<file path="config.mk">
export PLATFORM = sky130hd
export DESIGN_NAME = life_rule_row_stream_flat
export DESIGN_NICKNAME = d
export VERILOG_FILES = /design/src/lrrs_pkg.sv /design/src/lrrs_if.sv /design/src/lrrs_cell.sv /design/src/lrrs_out_queue.sv /design/src/life_rule_row_stream.sv /design/src/flat_wrapper.sv
export SDC_FILE = /design/constraint.sdc
export NUM_CORES = 1
export LEC_CHECK = 0
export ABC_AREA = 1
export BUFFER_PORTS_ARGS = -buffer_cell sky130_fd_sc_hd__buf_2
export CAP_MARGIN = 20
export CORE_MARGIN = 5
export CORE_UTILIZATION = 45
export DETAILED_ROUTE_END_ITERATION = 12
export SYNTH_ARGS = -nofsm -noshare
export SYNTH_HDL_FRONTEND = slang
export SYNTH_HIERARCHICAL = 1
export SYNTH_SLANG_ARGS = --single-unit
</file>
<file path="constraint.sdc">
create_clock -name clock -period 8.25 [get_ports clock]
set_input_delay 1.2375 -clock clock [delete_from_list [all_inputs] [get_ports clock]]
set_output_delay 1.2375 -clock clock [all_outputs]
set_load 0.03 [all_outputs]
</file>
<file path="src/lrrs_pkg.sv">
// ----------------------------------------------------------------------------
// lrrs_pkg
// Types, constants and the cell rule shared by the Life row stream block.
// ----------------------------------------------------------------------------
`default_nettype none

package lrrs_pkg;

   localparam int unsigned ROW_W = 32;

   localparam logic [3:0] BIRTH_COUNT   = 4'd3;
   localparam logic [3:0] SURVIVE_COUNT = 4'd2;

   typedef logic [ROW_W-1:0] row_type;

   typedef struct packed {
      row_type next_cells;
      logic    last_of_grid;
   } rsp_type;

   typedef struct packed {
      logic upper;
      logic middle;
      logic row;
   } nbr_type;

   typedef struct packed {
      logic step;
      logic rows_seen;
      logic final_row;
   } ctl_type;

   typedef struct packed {
      logic first;
      logic second;
   } push_type;

   // bit 2 east, bit 1 own column, bit 0 west
   function automatic logic life_next(logic [2:0] above, logic [2:0] here,
                                      logic [2:0] below);
      logic [3:0] count;
      count = 4'(above[0]) + 4'(above[1]) + 4'(above[2])
            + 4'(below[0]) + 4'(below[1]) + 4'(below[2])
            + 4'(here[0])  + 4'(here[2]);
      return (count == BIRTH_COUNT) || ((count == SURVIVE_COUNT) && here[1]);
   endfunction

endpackage

`default_nettype wire

</file>
<file path="src/lrrs_if.sv">
// ----------------------------------------------------------------------------
// lrrs_if
// Valid/ready channels for row beats in and next-generation row beats out.
// ----------------------------------------------------------------------------
`default_nettype none

interface lrrs_req_if;
   logic                    valid;
   logic                    ready;
   logic [lrrs_pkg::ROW_W-1:0] row_cells;
   logic                    final_row;

   modport source (output valid, output row_cells, output final_row, input ready);
   modport sink   (input valid, input row_cells, input final_row, output ready);
endinterface

interface lrrs_rsp_if;
   logic                    valid;
   logic                    ready;
   logic [lrrs_pkg::ROW_W-1:0] next_cells;
   logic                    last_of_grid;

   modport source (output valid, output next_cells, output last_of_grid, input ready);
   modport sink   (input valid, input next_cells, input last_of_grid, output ready);
endinterface

`default_nettype wire

</file>
<file path="src/lrrs_cell.sv">
// ----------------------------------------------------------------------------
// lrrs_cell
// One grid column: holds its bits of the two previous rows and works out
// both possible next-generation bits from its own and its neighbours' bits.
// ----------------------------------------------------------------------------
`default_nettype none

module lrrs_cell import lrrs_pkg::*; (
   input  wire     clock,
   input  wire     reset,
   input  ctl_type ctl,
   input  wire     row_bit,
   input  nbr_type west,
   input  nbr_type east,
   output nbr_type own,
   output logic    first_bit,
   output logic    second_bit
);

   logic upper_ff,  upper_in;
   logic middle_ff, middle_in;
   logic [2:0] above0, here0, below0;
   logic [2:0] mid_trio, row_trio;

   always_comb begin
      mid_trio = {east.middle, middle_ff, west.middle};
      row_trio = {east.row, row_bit, west.row};
      if (ctl.rows_seen) begin
         above0 = {east.upper, upper_ff, west.upper};
         here0  = mid_trio;
         below0 = row_trio;
      end else begin
         above0 = '0;
         here0  = row_trio;
         below0 = '0;
      end
      first_bit  = life_next(above0, here0, below0);
      second_bit = life_next(mid_trio, row_trio, 3'b000);
   end

   always_comb begin
      upper_in  = upper_ff;
      middle_in = middle_ff;
      if (ctl.step) begin
         if (ctl.final_row) begin
            upper_in  = 1'b0;
            middle_in = 1'b0;
         end else begin
            upper_in  = ctl.rows_seen & middle_ff;
            middle_in = row_bit;
         end
      end
   end

   always_ff @(posedge clock) begin
      if (reset) begin
         upper_ff  <= 1'b0;
         middle_ff <= 1'b0;
      end else begin
         upper_ff  <= upper_in;
         middle_ff <= middle_in;
      end
   end

   assign own = '{upper: upper_ff, middle: middle_ff, row: row_bit};

endmodule

`default_nettype wire

</file>
<file path="src/lrrs_out_queue.sv">
// ----------------------------------------------------------------------------
// lrrs_out_queue
// Three-entry result queue: takes up to two beats a cycle, drives one out.
// ----------------------------------------------------------------------------
`default_nettype none

module lrrs_out_queue import lrrs_pkg::*; (
   input  wire     clock,
   input  wire     reset,
   input  push_type push,
   input  rsp_type first_rsp,
   input  rsp_type second_rsp,
   output logic    can_take,
   lrrs_rsp_if.source rsp_if
);

   localparam int unsigned DEPTH = 3;

   rsp_type    q_ff [DEPTH];
   rsp_type    q_in [DEPTH];
   rsp_type    shifted [DEPTH];
   logic [1:0] count_ff, count_in;
   logic [1:0] base;
   logic       pop;

   always_comb begin
      pop = (count_ff != 2'd0) && rsp_if.ready;
      base = count_ff - 2'(pop);
      for (int i = 0; i < DEPTH - 1; i++) begin
         shifted[i] = pop ? q_ff[i+1] : q_ff[i];
      end
      shifted[DEPTH-1] = q_ff[DEPTH-1];
      for (int i = 0; i < DEPTH; i++) begin
         if (push.first && (2'(i) == base)) begin
            q_in[i] = first_rsp;
         end else if (push.second && (2'(i) == base + 2'd1)) begin
            q_in[i] = second_rsp;
         end else begin
            q_in[i] = shifted[i];
         end
      end
      count_in = base + 2'(push.first) + 2'(push.second);
   end

   always_ff @(posedge clock) begin
      if (reset) begin
         count_ff <= 2'd0;
      end else begin
         count_ff <= count_in;
      end
   end

   always_ff @(posedge clock) begin
      for (int i = 0; i < DEPTH; i++) begin
         q_ff[i] <= q_in[i];
      end
   end

   assign can_take            = (count_ff <= 2'd1);
   assign rsp_if.valid        = (count_ff != 2'd0);
   assign rsp_if.next_cells   = q_ff[0].next_cells;
   assign rsp_if.last_of_grid = q_ff[0].last_of_grid;

endmodule

`default_nettype wire

</file>
<file path="src/life_rule_row_stream.sv">
// ----------------------------------------------------------------------------
// life_rule_row_stream
// One generation of Life (birth on 3, survival on 2 or 3) on a row stream.
//
// Rows of the current generation arrive on req_if as beats, top row first,
// with final_row set on the bottom row. Bit k of a row is column k; columns
// at or above GRID_WIDTH are dead. Each row beat after the first yields the
// next-generation value of the row above it on rsp_if; the bottom row beat
// yields two beats, the row above and then itself with last_of_grid set. A
// grid of one row yields one beat.
// A row of column cells, one per column below GRID_WIDTH and ROW_W, holds
// the two previous rows, so every row is evaluated in the cycle it is
// accepted; results are registered in the output queue. One row beat per
// cycle is taken while results drain; the bottom row's two beats leave the
// three-beat queue one at a time. The queue lets req_if keep flowing while
// rsp_if stalls; req_if.ready drops once two beats wait. Reset empties the
// queue and clears the row window; ready is high after a reset edge.
// ----------------------------------------------------------------------------
`default_nettype none

module life_rule_row_stream import lrrs_pkg::*; #(
   parameter int unsigned GRID_WIDTH = 32
) (
   input  wire        clock,
   input  wire        reset,
   lrrs_req_if.sink   req_if,
   lrrs_rsp_if.source rsp_if
);

   localparam int unsigned NCOL = (GRID_WIDTH < ROW_W) ? GRID_WIDTH : ROW_W;

   logic     rows_seen_ff, rows_seen_in;
   ctl_type  ctl;
   push_type push;
   rsp_type  first_rsp, second_rsp;
   row_type  first_row, second_row;
   nbr_type  col_state [NCOL];
   logic     can_take;

   assign ctl = '{step:      req_if.valid && req_if.ready,
                  rows_seen: rows_seen_ff,
                  final_row: req_if.final_row};

   for (genvar i = 0; i < ROW_W; i++) begin : g_col
      if (i < NCOL) begin : g_cell
         nbr_type west, east;
         if (i == 0) begin : g_west_edge
            assign west = '0;
         end else begin : g_west
            assign west = col_state[i-1];
         end
         if (i == NCOL - 1) begin : g_east_edge
            assign east = '0;
         end else begin : g_east
            assign east = col_state[i+1];
         end
         lrrs_cell u_cell (
            .clock      (clock),
            .reset      (reset),
            .ctl        (ctl),
            .row_bit    (req_if.row_cells[i]),
            .west       (west),
            .east       (east),
            .own        (col_state[i]),
            .first_bit  (first_row[i]),
            .second_bit (second_row[i])
         );
      end else begin : g_dead
         assign first_row[i]  = 1'b0;
         assign second_row[i] = 1'b0;
      end
   end

   always_comb begin
      rows_seen_in = rows_seen_ff;
      if (ctl.step) begin
         rows_seen_in = !req_if.final_row;
      end
      push.first  = ctl.step && (rows_seen_ff || req_if.final_row);
      push.second = ctl.step && rows_seen_ff && req_if.final_row;
      first_rsp   = '{next_cells: first_row,
                      last_of_grid: req_if.final_row && !rows_seen_ff};
      second_rsp  = '{next_cells: second_row, last_of_grid: 1'b1};
   end

   always_ff @(posedge clock) begin
      if (reset) begin
         rows_seen_ff <= 1'b0;
      end else begin
         rows_seen_ff <= rows_seen_in;
      end
   end

   lrrs_out_queue u_out_queue (
      .clock      (clock),
      .reset      (reset),
      .push       (push),
      .first_rsp  (first_rsp),
      .second_rsp (second_rsp),
      .can_take   (can_take),
      .rsp_if     (rsp_if)
   );

   assign req_if.ready = can_take;

endmodule

`default_nettype wire

</file>
<file path="src/flat_wrapper.sv">
// flat-port wrapper written by rule: the top's interface ports become plain ports
module life_rule_row_stream_flat import lrrs_pkg::*;
#(
   parameter int unsigned GRID_WIDTH = 32
)
  (clock, reset, req_if_valid, req_if_row_cells, req_if_final_row, req_if_ready, rsp_if_valid, rsp_if_next_cells, rsp_if_last_of_grid, rsp_if_ready);
  lrrs_req_if req_if_i ();
  lrrs_rsp_if rsp_if_i ();
  input  wire clock;
  input  wire reset;
  input wire logic [$bits(req_if_i.valid)-1:0] req_if_valid;
  input wire logic [$bits(req_if_i.row_cells)-1:0] req_if_row_cells;
  input wire logic [$bits(req_if_i.final_row)-1:0] req_if_final_row;
  output wire logic [$bits(req_if_i.ready)-1:0] req_if_ready;
  output wire logic [$bits(rsp_if_i.valid)-1:0] rsp_if_valid;
  output wire logic [$bits(rsp_if_i.next_cells)-1:0] rsp_if_next_cells;
  output wire logic [$bits(rsp_if_i.last_of_grid)-1:0] rsp_if_last_of_grid;
  input wire logic [$bits(rsp_if_i.ready)-1:0] rsp_if_ready;
  assign req_if_i.valid = req_if_valid;
  assign req_if_i.row_cells = req_if_row_cells;
  assign req_if_i.final_row = req_if_final_row;
  assign req_if_ready = req_if_i.ready;
  assign rsp_if_valid = rsp_if_i.valid;
  assign rsp_if_next_cells = rsp_if_i.next_cells;
  assign rsp_if_last_of_grid = rsp_if_i.last_of_grid;
  assign rsp_if_i.ready = rsp_if_ready;
  life_rule_row_stream #(.GRID_WIDTH(GRID_WIDTH)) u_core (.clock(clock), .reset(reset), .req_if(req_if_i), .rsp_if(rsp_if_i));
endmodule
</file>
* Yosys cells after proc, flatten, opt, wreduce, memory -nomap -nowiden *
Memories as Yosys holds them, arrays and structs flattened.
Cells that the tools add are included.

operators by class
  reductions and logical operators = 146
  multiplexer cells = 168
  bitwise gates (word level) = 32
  equality and inequality tests = 132
  add/sub/neg operators = 351
  order comparisons = 1

operators with widths
  operator                                                                           count
  4-bit by 1-bit adder with 4-bit output                                             219
  4-bit by 2-bit == test with 1-bit output (second input constant)                   124
  3-bit 2-to-1 mux                                                                   93
  33-bit 2-to-1 mux                                                                  8
  1-bit by 1-bit adder with 2-bit output                                             63
  3-bit by 1-bit adder with 4-bit output                                             30
  2-bit by 1-bit adder with 3-bit output                                             32
  1-bit logical AND                                                                  76
  1-bit logical OR                                                                   65
  1-bit 2-to-1 mux                                                                   64
  1-bit bitwise AND                                                                  32
  4-bit by 1-bit adder with 4-bit output (second input constant)                     3
  3-bit by 2-bit == test with 1-bit output (second input constant)                   4
  2-bit 2-to-1 mux                                                                   3
  2-bit by 1-bit adder with 2-bit output                                             2
  1-bit by 2-bit == test with 1-bit output (first input constant)                    2
  2-bit == test (first input constant)                                               2
  2-bit logical NOT                                                                  2
  2-bit by 1-bit adder with 2-bit output (second input constant)                     1
  2-bit by 1-bit less-or-equal comparator with 1-bit output (second input constant)  1
  1-bit logical NOT                                                                  2
  2-bit nonzero test                                                                 1
  2-bit by 1-bit subtractor with 2-bit output                                        1

word-level totals
  input bits = 37
  output and inout bits = 35
  bits in registers = 67
  memories = 1
  memory bits (writable) = 99
  word-level logic and storage cells = 897

memories
  memory                   depth  width  rd ports  clocked after memory_dff  write ports  RTL line              text
  u_core.u_out_queue.q_ff  3      33     3         0                         3            lrrs_out_queue.sv:19  rsp_type q_ff [DEPTH];

* Longest topological paths before layout *
Gate-level depths: netlist (run 1).

  word-level depth = 12
  depth in mapped cells = 17
  mapped depth without buffers = 16

* Modules after synthesis *
Netlist (run 1), hierarchy kept.

by module, submodules not included
  module                area an instance (um^2)  cells each  times used
  lrrs_cell             434.2                    63          32
  lrrs_out_queue        5761.8                   704         1
  life_rule_row_stream  85.1                     15          1

* Least setup slack after synthesis (run 1) *
Ideal clock, no wire load.

  path kind = reg2reg
  from = register, netlist name u_core/rows_seen_ff
  to = memory u_core/u_out_queue/q_ff[0][66] (netlist name) (enable)
  path slack = 1.765 ns
  required time = 7.777 ns
  data arrival time = 6.012 ns
  path buffers = 0
  clock period less this slack = 6.485 ns
  library setup time = 0.473 ns
  stages on the path, launching flop included = 5
  cell sequence = dfxtp_1 -> inv_1 -> nor2_1 -> inv_1 -> o31ai_1

RTL lines
  item       RTL line
  to (decl)  lrrs_out_queue.sv:19

==> results of run 1 <==
## routing by layer
metal	vias to the layer above	part of all wire [%]
met5	-	0.016
met4	2	1.0
met3	31	3.5
met2	229	50
met1	7333	45
li1	7924	-
## through the flow
stage	hold slack, ns	instance area [sq um]	std cells
CTS	0.508	20000	3244
floorplan	0.453	19800	2744
finish	0.505	20000	3245
detailed placement	0.497	19400	3212
global placement	0.480	19400	3212
global route	0.534	20000	3244
## state kept, by name, indices dropped and copies added (netlist names)
register	cells
u_core/u_out_queue/q_ff	99
u_core/u_out_queue/count_ff	2
u_core/g_col.g_cell.u_cell/middle_ff	32
u_core/g_col.g_cell.u_cell/upper_ff	32
u_core/rows_seen_ff	1
## layout by cell type, fill, tap and decap left out, drive strengths merged
master      n
nand2     757
inv       697
nand3     266
fa        192
ha        130
nor2      105
a21oi     100
edfxtp     99
o21ai      97
buf        80
dfxtp      67
nand4      32
clkbuf     20
conb       11
clkinv      3
clkinvlp    2
diode       1
o31ai       1
## cells by family (layout without fill, tap and decap cells)
logic type,after synthesis,in the layout,synth area share [%]
other,2,12,0.0380
buffers and inverters,887,802,21.0
and+or+nand+nor,1160,1160,24.4
adders and majority gates,322,322,27.7
AOI/OAI and AO/OA,198,198,5.05
DFF,166,166,21.9
## worst max-delay path, delay by kind of cell
| family | cells | cell delay (ns) |
|---|---|---|
| buffers and inverters | 3 | 0.68 |
| and+or+nand+nor | 5 | 3.18 |
## cell type report
type | count | area [sq um]
Clock inverter | 12 | 105
Timing Repair Buffer | 80 | 448
Antenna cell | 1 | 2.50
Sequential cell | 166 | 4320
Multi-Input combinational cell | 1691 | 11300
Tap cell | 585 | 732
Inverter | 690 | 2590
Clock buffer | 20 | 468
Fill cell | 4381 | 23300
## worst max path at each step
stage | from | endpoint | cells past startpoint
CTS | req_if_final_row | u_core/u_out_queue/q_ff[0][28] | 8
floorplan | u_core/rows_seen_ff | u_core/u_out_queue/q_ff[0][66] | 4
global placement | req_if_final_row | u_core/u_out_queue/q_ff[0][19] | 8
finish | req_if_final_row | u_core/u_out_queue/q_ff[0][5] | 8
global route | req_if_final_row | u_core/u_out_queue/q_ff[0][5] | 8
detailed placement | req_if_final_row | u_core/u_out_queue/q_ff[0][19] | 8
## report_power, final
group / leakage (nW) / total [mW] / internal [mW] / switching [mW]
clock network: 0.277 / 0.801 / 0.422 / 0.378
registers: 1.47 / 1.34 / 1.23 / 0.112
logic: 9.20 / 2.41 / 0.704 / 1.71
==> results.py, run 1 <==
metrics = {
    "sta": {
        "setup_violations": 0,
        "worst_pin_slew_ns": 1.06,
        "fin_tns_setup_ns": 0,
        "fin_skew_ns": 0.0136,
        "hold_viol_final": 0,
        "timing.final.crit_share_pct": 61.9,
        "period_minus_slack_ns": 5.10,
        "final.setup.worst_slack_ns": 3.15,
        "relSlewSlack_pct": 29.4,
        "final-max-slew-violation-count": 0,
        "fmax_mhz": 196,
        "rsz0062_at_grt": "no",
    },
    "place": {
        "place_hpwl_um": 30200,
        "gp_congestion": 0.783,
        "place_ws_ns": 2.72,
        "port_buffers": 71,
    },
    "layout": {
        "area_growth_pct": 1.37,
        "utilization_pct": 46.2,
        "drive_gt1_share_pct": 4.89,
        "fin_nets": 3005,
    },
    "floorplanning": {
        "rows": 76,
        "die_w_um": 219,
        "coreArea_sq_um": 43300,
        "die_h_um": 219,
        "initial_core_util_pct": 45.6,
        "ios": 72,
        "fp.dieArea_sq_um": 48200,
    },
    "setup_path": {
        "startpoint_type": "primary input",
        "r2r_start": "u_core/rows_seen_ff",
        "crit_top_cell": "nand3_2",
        "rrSetupSlack_ns": 3.64,
        "reg2reg_to": "u_core/u_out_queue/q_ff[0][68]",
        "path_max_fanout": 37,
        "critical_path_class": "in2reg",
        "ff2ff_path_depth": 16,
        "endpoint_kind": "register",
        "cp_cell_sequence": "buf_2 > buf_4 > nand3_2 > nor2_1 > inv_1 > nor2_4 > nand3_2 > nand3_2",
        "max_stage_delay_ns": 1.11,
        "crit_arrival_ns": 5.16,
        "cp_slowest_cell": "nand3_2",
        "cp.required_ns": 8.31,
    },
    "global_route": {
        "busiest_layer": "met2",
        "grt_pass1_wl_um": 73500,
        "grt_pass1_vias": 15400,
        "grt-ovfl-total": 0,
        "grt_usage_pct": 18.4,
        "use_met2_pct": 33.2,
        "grt_max_degree": 202,
        "antenna_found_initial": 3,
        "use_met3_pct": 2.21,
        "grt_util_met1_pct": 23.9,
    },
    "clock_tree": {
        "cts_buffer_depth": 2,
        "post_cts_resized": 0,
        "cts_tree": "yes",
        "cts_root_buf": "clkbuf_16",
        "clock_sinks": 166,
        "ctsHoldBuffers": 0,
        "clk_pin_slew_ns": 0.07,
        "cts_setup_buffers": 0,
        "numCtsBuffers": 17,
        "clkLatencyLatePin_ns": 0.44,
        "ctsHtreeMaxLevel": 4,
    },
    "drt": {
        "drcViolationCount": 0,
        "via_per_inst": 4.78,
        "wl_per_cell_um": 13.4,
        "drt_iter0_drc": 990,
        "finalWirelength_um": 43600,
        "vias": 15500,
        "ant_nets": 0,
        "drt-pass1-iter-count": 5,
    },
    "power_and_ir_drop": {
        "vdd_drop_max_mv": 0.173,
        "power_leakage_nw": 10.9,
        "total_power_mw": 4.55,
        "powerDensity_nw_per_um2": 227,
    },
    "synthesis": {
        "synth-edff-count": 99,
        "synth.area.top_cells": "fa_1 19%, edfxtp_1 15%, nand2_1 14%",
        "synthArstFlopShare_pct": 0,
        "yosys_warnings": 6,
        "ys_ff_latch": 166,
        "seq_area_frac_synth_pct": 21.9,
        "synth.top_cell.area_share_pct": 19.5,
        "synth_cell_types": 23,
        "synth.cell_area_sq_um": 19700,
        "synth_commonest_cells": "752 x nand2_1, 685 x inv_1, 262 x nand3_1",
        "syn_area_per_cell_sq_um": 7.22,
        "syn_inst": 2735,
        "synth.most_common_cell": "nand2_1",
        "ys.flop_type": "edfxtp_1",
        "yosysTopAreaCell": "fa_1",
    },
    "min_path": {
        "min_path_type": "reg2reg",
        "hold_depth": 2,
        "whs_endpoint": "u_core/g_col[10].g_cell.u_cell/upper_ff",
        "hp-start": "u_core/g_col[10].g_cell.u_cell/upper_ff",
    },
    "status": {
        "status": "completed",
    },
    "flow_run": {
        "drv_cap": 0,
    },
}
(Power assumes the default switching activity.)
==> run 2, diff against run 1 <==
Settings changed: ABC_AREA 1 to 0.
Clock period 8.25 ns to 5.2 ns, I/O delays scaled along.
==> results.py, run 2 <==
metrics = {
    "status": {
        "status": "completed",
    },
    "layout": {
        "drive_gt1_share_pct": 11.4,
        "top_register": "u_core/u_out_queue/q_ff",
        "num_antenna_cells": 0,
        "final_cell_mix": "291 x inv_1, 192 x fa_1, 131 x nand2_1",
        "fin_nets": 2342,
        "final_common_cell": "inv_1",
        "utilization_pct": 46.7,
        "design_area_sq_um": 19400,
        "reg.largest.list": "u_core/u_out_queue/q_ff: 99 flops, u_core/g_col.g_cell.u_cell/middle_ff: 32 flops, u_core/g_col.g_cell.u_cell/upper_ff: 32 flops",
        "largest_reg_flops": 99,
        "area_growth_pct": 3.06,
    },
    "clock_tree": {
        "ctsHtreeMaxLevel": 4,
        "ctsHoldBuffers": 0,
        "clkLatencyLatePin_ns": 0.44,
        "cts_tree": "yes",
        "cts_setup_buffers": 0,
        "cts_buffer_depth": 2,
        "clk_pin_slew_ns": 0.07,
        "cts_root_buf": "clkbuf_16",
        "numCtsBuffers": 17,
        "clock_sinks": 166,
        "post_cts_resized": 0,
    },
    "synthesis": {
        "synth_cell_types": 43,
        "synth_commonest_cells": "291 x inv_1, 192 x fa_1, 170 x buf_4",
        "ys_ff_latch": 166,
        "yosys_warnings": 6,
        "ys.flop_type": "edfxtp_1",
        "synth.top_cell.area_share_pct": 20.4,
        "synth.most_common_cell": "inv_1",
        "synth-edff-count": 99,
        "synth.cell_area_sq_um": 18900,
        "yosysTopAreaCell": "fa_1",
        "synth.area.top_cells": "fa_1 20%, edfxtp_1 16%, ha_1 8.6%",
        "synthArstFlopShare_pct": 0,
        "seq_area_frac_synth_pct": 22.9,
        "syn_area_per_cell_sq_um": 9.18,
        "syn_inst": 2056,
    },
    "min_path": {
        "hold_depth": 2,
        "min_path_type": "reg2reg",
        "whs_endpoint": "u_core/g_col[0].g_cell.u_cell/upper_ff",
        "hp-start": "u_core/g_col[0].g_cell.u_cell/upper_ff",
    },
    "drt": {
        "wl_met1_um": 20200,
        "wl_met3_um": 1690,
        "drt_iter0_drc": 820,
        "via_per_inst": 5.47,
        "drt-pass1-iter-count": 5,
        "drcViolationCount": 0,
        "route.top_layer_used": "met4",
        "finalWirelength_um": 44200,
        "wl_met2_um": 21700,
        "wl_per_cell_um": 17.5,
        "ant_nets": 0,
        "vias": 13800,
    },
    "sta": {
        "fin_tns_setup_ns": 0,
        "relSlewSlack_pct": 37.6,
        "timing.final.crit_share_pct": 89.6,
        "hold_viol_final": 0,
        "fin_skew_ns": 0.0123,
        "period_minus_slack_ns": 4.66,
        "final.setup.worst_slack_ns": 0.541,
        "setup_violations": 0,
        "rsz0062_at_grt": "no",
        "final-max-slew-violation-count": 0,
        "worst_pin_slew_ns": 0.936,
        "holdWs_ns": 0.489,
        "fmax_mhz": 215,
    },
    "setup_path": {
        "startpoint_type": "register",
        "rrSetupSlack_ns": 0.54,
        "crit_arrival_ns": 4.95,
        "endpoint_kind": "register",
        "critical_path_class": "reg2reg",
        "reg2reg_to": "u_core/u_out_queue/q_ff[0][35]",
        "path_buf_inv": 4,
        "r2r_start": "u_core/rows_seen_ff",
        "cp_slowest_cell": "dfxtp_4",
        "max_stage_delay_ns": 0.75,
        "path_max_fanout": 46,
        "cp.required_ns": 5.49,
        "ff2ff_path_depth": 15,
        "critical_path.top_delay_family": "adder cells",
        "cp_cell_sequence": "buf_12 > buf_4 > nand2_1 > o21ai_0 > fa_1 > inv_1 > fa_1 > fa_1 > inv_1 > ha_1 > fa_1 > or2_2 > a21oi_1 > nor3_1 > a31oi_1",
        "crit_top_cell": "fa_1",
    },
    "power_and_ir_drop": {
        "clkPwrFrac_pct": 18.7,
        "p_switching_mw": 3.21,
        "vdd_drop_max_mv": 0.326,
        "p_sw_share_pct": 46.0,
        "comb_power_share_pct": 50.9,
        "power_leakage_nw": 8.61,
        "p_int_mw": 3.77,
        "seq_power_share_pct": 30.4,
        "powerDensity_nw_per_um2": 359,
    },
    "floorplanning": {
        "rows": 75,
        "ios": 72,
        "die_h_um": 215,
        "fp.dieArea_sq_um": 46100,
        "initial_core_util_pct": 45.3,
        "die_w_um": 215,
        "coreArea_sq_um": 41700,
    },
    "place": {
        "gp_congestion": 0.808,
        "place_ws_ns": 0.512,
        "placed_area_sq_um": 18900,
        "port_buffers": 71,
        "place_hpwl_um": 29400,
    },
    "flow_run": {
        "drv_cap": 0,
    },
    "global_route": {
        "antenna_found_initial": 0,
        "grt_pass1_wl_um": 73900,
        "grt_pass1_vias": 14300,
        "grt_usage_pct": 19.2,
        "grt_max_degree": 91,
        "grt-ovfl-total": 0,
    },
}
-- run 2: cell count changes after synthesis, moves of 33 or more --
| cell | delta |
|---|---|
| a31oi_1 | +66 |
| and2_1 | +96 |
| buf_4 | +36 |
| buf_6 | -35 |
| inv_1 | -394 |
| nand2_1 | -621 |
| nand2b_1 | +66 |
| nand3_1 | -196 |
| nor2_1 | -72 |
| nor3_1 | +66 |
| or2_2 | +33 |
-- run 2: routing by layer --
metal / global-route usage (%) / up-vias
met5: 0 / -
met4: 4.68 / 0
met3: 2.18 / 33
met2: 33.7 / 330
met1: 25.6 / 6894
li1: - / 6592
-- run 2: cells by family after synthesis --
kind of cell,count (synthesis),share of synthesized area (%)
AOI/OAI and AO/OA,332,9.34
xor gates and xnor gates,3,0.279
adders and majority gates,322,29.0
buffers and inverters,507,13.6
DFF,166,22.9
muxes,97,6.21
other,2,0.0398
and+or+nand+nor,627,18.7
-- run 2: power groups by stage --
stage               combinational, mW  sequential (mW)  clock (mW)
floorplan                        2.86             2.04           0
global placement                 3.45             2.15           0
detailed placement               3.54             2.16           0
CTS                              3.56             2.13        1.34
global route                     3.97             2.15        1.39
finish                           3.56             2.12        1.31
-- run 2: area by class of cell --
cell class | count | area [sq um]
clock buffer | 18 | 429
inverter | 291 | 1090
clock inverter | 13 | 148
sequential | 166 | 4320
multi-input combinational | 1395 | 12000
timing repair buffer | 112 | 738
fill | 4047 | 22200
tap | 539 | 674
-- run 2: worst min-delay path: stages (launching register included) --
cell      delay (ns)
dfxtp_1         0.32
nand2b_1        0.07
a21oi_1         0.05
-- run 2: metrics by stage --
step / power [mW] / cells
detailed placement: 5.70 / 2503
finish: 6.99 / 2534
global placement: 5.60 / 2503
floorplan: 4.90 / 2068
global route: 7.50 / 2534
CTS: 7.03 / 2534
-- run 2: how the worst max path moves through the flow --
stage / start / to / slack (ns) / depth (start not counted)
detailed placement: req_if_row_cells[8] / u_core/u_out_queue/q_ff[0][10] / 0.51 / 14
global placement: req_if_row_cells[8] / u_core/u_out_queue/q_ff[0][10] / 0.58 / 14
floorplan: u_core/rows_seen_ff / u_core/u_out_queue/q_ff[0][40] / 0.59 / 13
global route: u_core/rows_seen_ff / u_core/u_out_queue/q_ff[0][2] / 0.24 / 15
finish: u_core/rows_seen_ff / u_core/u_out_queue/q_ff[0][35] / 0.54 / 15
CTS: u_core/rows_seen_ff / u_core/u_out_queue/q_ff[0][27] / 0.56 / 14
